## config.mk

```make
export PLATFORM = sky130hd
export DESIGN_NAME = button_click_hold_detector
export DESIGN_NICKNAME = d
export VERILOG_FILES = /design/src/hw/rtl/bchd_pkg.sv /design/src/hw/rtl/bchd_core.sv /design/src/hw/rtl/button_click_hold_detector.sv
export SDC_FILE = /design/constraint.sdc
export NUM_CORES = 1
export LEC_CHECK = 0
export BUFFER_PORTS_ARGS = -buffer_cell sky130_fd_sc_hd__buf_2
export CORE_ASPECT_RATIO = 1.1
export CORE_MARGIN = 1.5
export CORE_UTILIZATION = 50
export CTS_BUF_LIST = sky130_fd_sc_hd__clkbuf_8
export DETAILED_ROUTE_END_ITERATION = 12
export PLACE_DENSITY = 0.67
export SYNTH_ARGS = -nofsm -noshare
export SYNTH_HDL_FRONTEND = slang
export SYNTH_SLANG_ARGS = --single-unit
```

## constraint.sdc

```tcl
create_clock -name i_clk -period 5.7 [get_ports i_clk]
set_clock_uncertainty 0.2 [all_clocks]
set_input_delay 0.57 -clock i_clk [delete_from_list [all_inputs] [get_ports i_clk]]
set_output_delay 0.57 -clock i_clk [all_outputs]
set_load 0.05 [all_outputs]
```

## src/hw/rtl/bchd_pkg.sv

```systemverilog
// bchd_pkg: shared types and constants for the button click and hold detector
// holds the interval register set, event codes and register indexes
// no dependencies
package bchd_pkg;

    localparam int unsigned INTERVAL_W = 16;
    localparam int unsigned CLICKS_W   = 8;
    localparam int unsigned CFG_IDX_W  = 4;

    typedef logic [INTERVAL_W-1:0] t_ticks;
    typedef logic [CLICKS_W-1:0]   t_clicks;
    typedef logic [CFG_IDX_W-1:0]  t_cfg_idx;

    // interval registers, all counted in ticks
    typedef struct packed {
        t_ticks silence;
        t_ticks hold;
        t_ticks reset;
        t_ticks press_wait;
    } t_cfg;

    typedef enum logic [1:0] {
        EV_NONE   = 2'd0,
        EV_HOLD   = 2'd1,
        EV_CLICKS = 2'd2
    } t_event;

    // register indexes on the configuration port
    localparam t_cfg_idx REG_SILENCE    = t_cfg_idx'(0);
    localparam t_cfg_idx REG_HOLD       = t_cfg_idx'(1);
    localparam t_cfg_idx REG_RESET      = t_cfg_idx'(2);
    localparam t_cfg_idx REG_PRESS_WAIT = t_cfg_idx'(3);

    // reset values of the interval registers
    localparam t_ticks RST_SILENCE    = t_ticks'(50);
    localparam t_ticks RST_HOLD       = t_ticks'(500);
    localparam t_ticks RST_RESET      = t_ticks'(1000);
    localparam t_ticks RST_PRESS_WAIT = t_ticks'(300);

    localparam t_ticks  TICKS_MAX  = '1;
    localparam t_clicks CLICKS_MAX = '1;

endpackage

```

## src/hw/rtl/bchd_core.sv

```systemverilog
// bchd_core: per-tick state of the detector and the single-pass step logic
// edge timer, click counter and hold flag, result computed for the current item
// depends on bchd_pkg
module bchd_core
    import bchd_pkg::*;
(
    input  logic    i_clk,
    input  logic    i_rst_n,
    input  t_cfg    i_cfg,
    input  logic    i_step,
    input  logic    i_level,
    output t_event  o_kind,
    output t_clicks o_total
);

    logic    r_prev_level;
    t_ticks  r_ticks;
    t_clicks r_pending;
    logic    r_holding;

    logic    n_prev_level;
    t_ticks  n_ticks;
    t_clicks n_pending;
    logic    n_holding;
    logic    edge_seen;
    t_ticks  gap;

    always_comb begin
        n_holding = r_holding;
        n_pending = r_pending;
        o_kind    = EV_NONE;
        o_total   = '0;

        // saturating advance, then restart on an edge
        gap       = (r_ticks != TICKS_MAX) ? r_ticks + t_ticks'(1) : r_ticks;
        edge_seen = (i_level != r_prev_level);
        n_ticks   = edge_seen ? '0 : gap;

        if (edge_seen && gap >= i_cfg.silence) begin
            if (i_level) begin
                if (gap > i_cfg.reset) begin
                    n_pending = '0;
                end
            end else if (n_holding) begin
                n_holding = 1'b0;
                n_pending = '0;
            end else if (n_pending != CLICKS_MAX) begin
                n_pending = n_pending + t_clicks'(1);
            end
        end
        n_prev_level = i_level;

        // polling
        if (!n_holding && i_level && n_ticks >= i_cfg.hold) begin
            n_holding = 1'b1;
            if (n_pending != CLICKS_MAX) begin
                n_pending = n_pending + t_clicks'(1);
            end
        end else if (n_pending != '0 && !n_holding && n_ticks >= i_cfg.reset) begin
            n_pending = '0;
        end else if (n_holding && !i_level) begin
            n_holding = 1'b0;
            n_pending = '0;
        end

        if (n_holding) begin
            o_kind  = EV_HOLD;
            o_total = n_pending;
        end else if (n_pending != '0 && n_ticks > i_cfg.press_wait) begin
            o_kind    = EV_CLICKS;
            o_total   = n_pending;
            n_pending = '0;
        end
    end

    always_ff @(posedge i_clk) begin
        if (!i_rst_n) begin
            r_prev_level <= 1'b0;
            r_ticks      <= '0;
            r_pending    <= '0;
            r_holding    <= 1'b0;
        end else if (i_step) begin
            r_prev_level <= n_prev_level;
            r_ticks      <= n_ticks;
            r_pending    <= n_pending;
            r_holding    <= n_holding;
        end
    end

    // a hold only lives while the button reads pressed
    a_hold_pressed: assert property (@(posedge i_clk) disable iff (!i_rst_n)
        r_holding |-> r_prev_level)
        else $error("hold flag set with button released");

    // an accepted level change restarts the edge timer
    a_edge_restart: assert property (@(posedge i_clk) disable iff (!i_rst_n)
        (i_step && i_level != r_prev_level) |=> (r_ticks == '0))
        else $error("edge timer not restarted on edge");

    // a reported click sequence leaves no pending count behind
    a_report_clears: assert property (@(posedge i_clk) disable iff (!i_rst_n)
        (i_step && o_kind == EV_CLICKS) |=> (r_pending == '0))
        else $error("pending clicks survived a report");

    // no event carries no count
    a_none_zero: assert property (@(posedge i_clk) disable iff (!i_rst_n)
        (o_kind == EV_NONE) |-> (o_total == '0))
        else $error("count reported without an event");

endmodule

```

## src/hw/rtl/button_click_hold_detector.sv

```systemverilog
// button_click_hold_detector: top level with configuration registers and result register
// instantiates bchd_core
// depends on bchd_pkg
//
// Each input item is one millisecond tick carrying the sampled button level, and every
// item gives exactly one result item: event_kind 0 (nothing), 1 (hold active, reported
// on every tick of the hold) or 2 (click sequence finished), with click_total the count
// of clicks including the hold press. The block takes one item per clock cycle while
// o_in_ready is high: the whole step is a single pass of compare and counter logic from
// the state registers to the result register, loaded as the item is accepted. The result
// register is refilled in the same cycle it is drained, so o_in_ready only drops
// while a result waits and i_out_ready is low. Four 16-bit interval registers (silence,
// hold, reset, press wait; indexes 0 to 3) are written through the configuration port,
// which is always ready; writes to other indexes are ignored. Write them only while the
// block is idle. Reset is synchronous and active low and restores the default intervals.
module button_click_hold_detector
    import bchd_pkg::*;
(
    input  logic                  i_clk,
    input  logic                  i_rst_n,
    // input items
    input  logic                  i_in_valid,
    output logic                  o_in_ready,
    input  logic                  i_button_level,
    // result items
    output logic                  o_out_valid,
    input  logic                  i_out_ready,
    output logic [1:0]            o_event_kind,
    output logic [CLICKS_W-1:0]   o_click_total,
    // configuration writes
    input  logic                  i_cfg_valid,
    output logic                  o_cfg_ready,
    input  logic [CFG_IDX_W-1:0]  i_cfg_index,
    input  logic [INTERVAL_W-1:0] i_cfg_data
);

    t_cfg    r_cfg;
    logic    r_out_valid;
    t_event  r_event;
    t_clicks r_total;

    logic    in_accept;
    t_event  step_kind;
    t_clicks step_total;

    // the result register can take a new item whenever it is empty or being drained
    assign o_in_ready  = !r_out_valid || i_out_ready;
    assign in_accept   = i_in_valid && o_in_ready;
    assign o_cfg_ready = 1'b1;

    // interval registers
    always_ff @(posedge i_clk) begin
        if (!i_rst_n) begin
            r_cfg.silence    <= RST_SILENCE;
            r_cfg.hold       <= RST_HOLD;
            r_cfg.reset      <= RST_RESET;
            r_cfg.press_wait <= RST_PRESS_WAIT;
        end else if (i_cfg_valid) begin
            case (i_cfg_index)
                REG_SILENCE:    r_cfg.silence    <= i_cfg_data;
                REG_HOLD:       r_cfg.hold       <= i_cfg_data;
                REG_RESET:      r_cfg.reset      <= i_cfg_data;
                REG_PRESS_WAIT: r_cfg.press_wait <= i_cfg_data;
                default: ;      // unknown index, write dropped
            endcase
        end
    end

    // edge timer, click counter and hold logic
    bchd_core u_core (
        .i_clk   (i_clk),
        .i_rst_n (i_rst_n),
        .i_cfg   (r_cfg),
        .i_step  (in_accept),
        .i_level (i_button_level),
        .o_kind  (step_kind),
        .o_total (step_total)
    );

    // result register
    always_ff @(posedge i_clk) begin
        if (!i_rst_n) begin
            r_out_valid <= 1'b0;
        end else if (in_accept) begin
            r_out_valid <= 1'b1;
        end else if (i_out_ready) begin
            r_out_valid <= 1'b0;
        end
    end

    // payload needs no reset
    always_ff @(posedge i_clk) begin
        if (in_accept) begin
            r_event <= step_kind;
            r_total <= step_total;
        end
    end

    assign o_out_valid   = r_out_valid;
    assign o_event_kind  = r_event;
    assign o_click_total = r_total;

endmodule
```

==> impl_results.md <==
* Synth Net Count at 958
* CP delay by family, top: compound AO/OA/AOI/OAI gates
* Synth cell types at 68
* Starting Density at 51.47%
* Largest net degree at the start of global routing at 74
* DP Area at 7243 um^2
* Share of cells above drive strength 1 at 10.95%
* Clock latency at the later pin of the worst-skew pair at 0.39 ns
* I/O Pins at 39
* WP data required at 5.73 ns
* Syn Area/Cell at 8.034 um^2
* Setup crit end kind: register
* Max Freq at 185.9 MHz
* R2r startpoint: u_core.r_ticks[0]$_SDFFE_PN0P_
* Longest Clk Path Bufs at 2
* Ys async rst share at 0%
* CTS Buf Count at 9
* Post-synth EDFFs at 10
* Tmin final at 5.380 ns
* Final slew viol count at 0
* Area leader, netlist: dfxtp_1
* Seq/Total Area, Yosys at 31.07%
* Die Area at 14370 um^2
* Final Hold Viols at 0
* Mapped Area at 6829 um^2
* Port-buffer cells at 37
* Final instance area at 7440 um^2
* Final critical-path share of the clock period at 94.39%
* Post-DP HPWL at 13720 um
* Cell leakage power at 3.065 nW
* Num rows at 44
* WL/cell at 16.53 um
* GRT Overall Usage at 25.71%
* DRC viols at 0
* YS warnings at 0
* Antenna Nets Post-Route at 0
* Crit path launch type: register
* Slew @ Worst Pin at 0.9193 ns
* CTS tree: yes
* PD cells at 175.8 nW/um^2
* Max transition margin at 38.34%
* Hold Path Depth at 3
* TritonRoute pass-1 iters at 5
* Initial antenna violation count at 0
* Crit-path cells: ha_1, nand3_4, nor4_4, nor2_1, nand2_1, or3_1, xnor2_1, ha_1, nor3_1, a2111oi_1, nand3_1, o211a_1, o41ai_1, a22o_2, and2_1, nand3_1, a211o_1, and3b_1, a41oi_2
* Final GP Congestion at 0.9089
* Slowest CP cell: a2111oi_1
* Status: finished, final reports clean
* Top-area cell type share of the netlist area at 26.68%
* CTS H-tree lvls at 3
* N_diodes at 0
* Final core utilization at 56.07%
* Remaining Overflow, GRT at 0
* Setup bufs post-CTS at 0
* Vias in the first global route at 5877
* Clock Sinks at 101
* R2R Path End: o_event_kind[1]$_SDFFCE_PP0P_
* Cell count after synthesis at 850
* Clock-pin slew on the worst setup and hold paths at 0.09 ns
* Final Instance Count excl. Fillers at 1070
* Routed WL at 17690 um
* DIE WIDTH at 114.4 um
* Critical path class: reg -> reg
* Crit path max fanout at 13
* Max Cap Viol at 0
* Dpl ws at 0.3596 ns
* Ranking of synthesized cells by area: dfxtp_1, ha_1, nand2_1
* Hold Crit Class: in -> reg
* Max incr delay on CP at 0.48 ns
* Post-Place Cells at 1056
* Vias per cell at 5.647
* Nets at 991
* Die Span Y at 125.6 um
* Root Buffer: clkbuf_8
* Worst setup margin at 0.3199 ns
* Worst setup path end: o_event_kind[1]$_SDFFCE_PP0P_
* Critical Path Start: u_core.r_ticks[0]$_SDFFE_PN0P_
* CP Buf/Inv Count at 0
* FF-to-FF setup slack at 0.32 ns
* #FFs+latches synth at 101
* Vias at 6042
* Synth-to-layout area growth at 8.941%
* First-pass GRT wire length at 29010 um
* Placeable Area at 13270 um^2
* WP depth at 19
* DRT iter0 DRCs at 422
* Critical path arrival at 5.41 ns
* VDD IR-drop max at 0.1295 mV
* Finish-stage setup viols at 0
* Main flop type after synthesis: dfxtp_1
* Reg2reg path depth at 19
[through the flow]
stage               total power, mW  hold slack (ns)  TNS [ns]
floorplan                    0.8275           0.2397         0
global placement             0.8654           0.2513         0
detailed placement           0.8690           0.2569         0
CTS                           1.321           0.2218         0
global route                  1.358           0.2454  -0.01350
finish                        1.308           0.2386         0
[cell type report]
type	count	area, um^2
Multi-Input combinational cell	644	4322
Clock inverter	5	53.80
Sequential cell	101	2123
Timing Repair Buffer	54	312.8
Fill cell	1248	5828
Clock buffer	9	123.9
Inverter	73	274.0
Tap cell	184	230.2
[cell usage after synthesis, drive strengths merged (10+ instances only)]
cell / count
nand2: 183
dfxtp: 91
ha: 82
inv: 72
a21boi: 67
nor2: 38
a21oi: 28
clkbuf: 28
nor2b: 26
o211ai: 24
o21ai: 21
nand3: 19
nand4: 16
a21o: 10
edfxtp: 10
nand2b: 10
xnor2: 10
[placed cells by master (no fill, tap or decap), types with 4 or more instances in the layout]
| cell | n |
|---|---|
| clkbuf_8 | 9 |
| nand2_1 | 183 |
| edfxtp_1 | 10 |
| o21a_1 | 6 |
| a22oi_1 | 4 |
| o211ai_1 | 24 |
| buf_4 | 17 |
| a211oi_1 | 6 |
| or2_2 | 4 |
| o21ai_0 | 21 |
| a21boi_0 | 66 |
| nor2b_1 | 26 |
| xor2_1 | 4 |
| buf_2 | 37 |
| xnor2_1 | 10 |
| nor3_1 | 7 |
| ha_1 | 82 |
| nand2b_1 | 9 |
| and3_1 | 5 |
| dfxtp_1 | 90 |
| a21o_1 | 10 |
| nor2_1 | 37 |
| a31oi_1 | 9 |
| inv_1 | 73 |
| nand4_1 | 14 |
| a21oi_1 | 27 |
| nand3_1 | 18 |
| and2_1 | 7 |
[per-layer routing]
metal	vias up	global-route usage [%]	wire length [um]
li1	3024	-	-
met1	2833	32.64	7994
met2	151	43.78	8611
met3	34	2.908	640
met4	0	11.10	445
met5	-	0	0
[tightest hold or removal path, cell delays in order]
cell and delay, ns:
buf_2 0.11, inv_1 0.04, a21boi_0 0.06
[power by group]
group | internal, mW | switching, mW
clock | 0.198 | 0.257
combinational | 0.0378 | 0.0819
sequential | 0.728 | 0.00546
[kinds of logic after synthesis]
kind of cell    synth area share (%)
compound gates                 22.11
buf+inv                        6.046
xor+xnor                       2.125
flops                          31.07
other cells                  0.05491
mux                           0.6229
fa+ha+maj                      15.02
simple gates                   22.94
[repair_timing]
action	CTS	global route
setup endpoints to repair	0	5
hold buffers	0	0
resized for setup	0	5
[flip-flops by register name, indices dropped and copies added (netlist names)]
signal,flops
o_out_valid,1
u_core.r_pending,8
o_event_kind,2
u_core.r_prev_level,1
o_click_total,8
u_core.r_holding,1
r_cfg,64
u_core.r_ticks,16
[how the worst min path moves through the flow]
| stage | startpoint | to |
|---|---|---|
| 2_1_floorplan | r_cfg[48]$_SDFFE_PN0P_ | r_cfg[48]$_SDFFE_PN0P_ |
| 3_3_place_gp | r_cfg[13]$_SDFFE_PN0P_ | r_cfg[13]$_SDFFE_PN0P_ |
| 3_5_place_dp | r_cfg[13]$_SDFFE_PN0P_ | r_cfg[13]$_SDFFE_PN0P_ |
| 4_1_cts | i_in_valid | o_out_valid$_SDFFE_PN0P_ |
| 5_1_grt | i_in_valid | o_out_valid$_SDFFE_PN0P_ |
| 6_report | i_in_valid | o_out_valid$_SDFFE_PN0P_ |
Power figures use the tool's default switching activity.
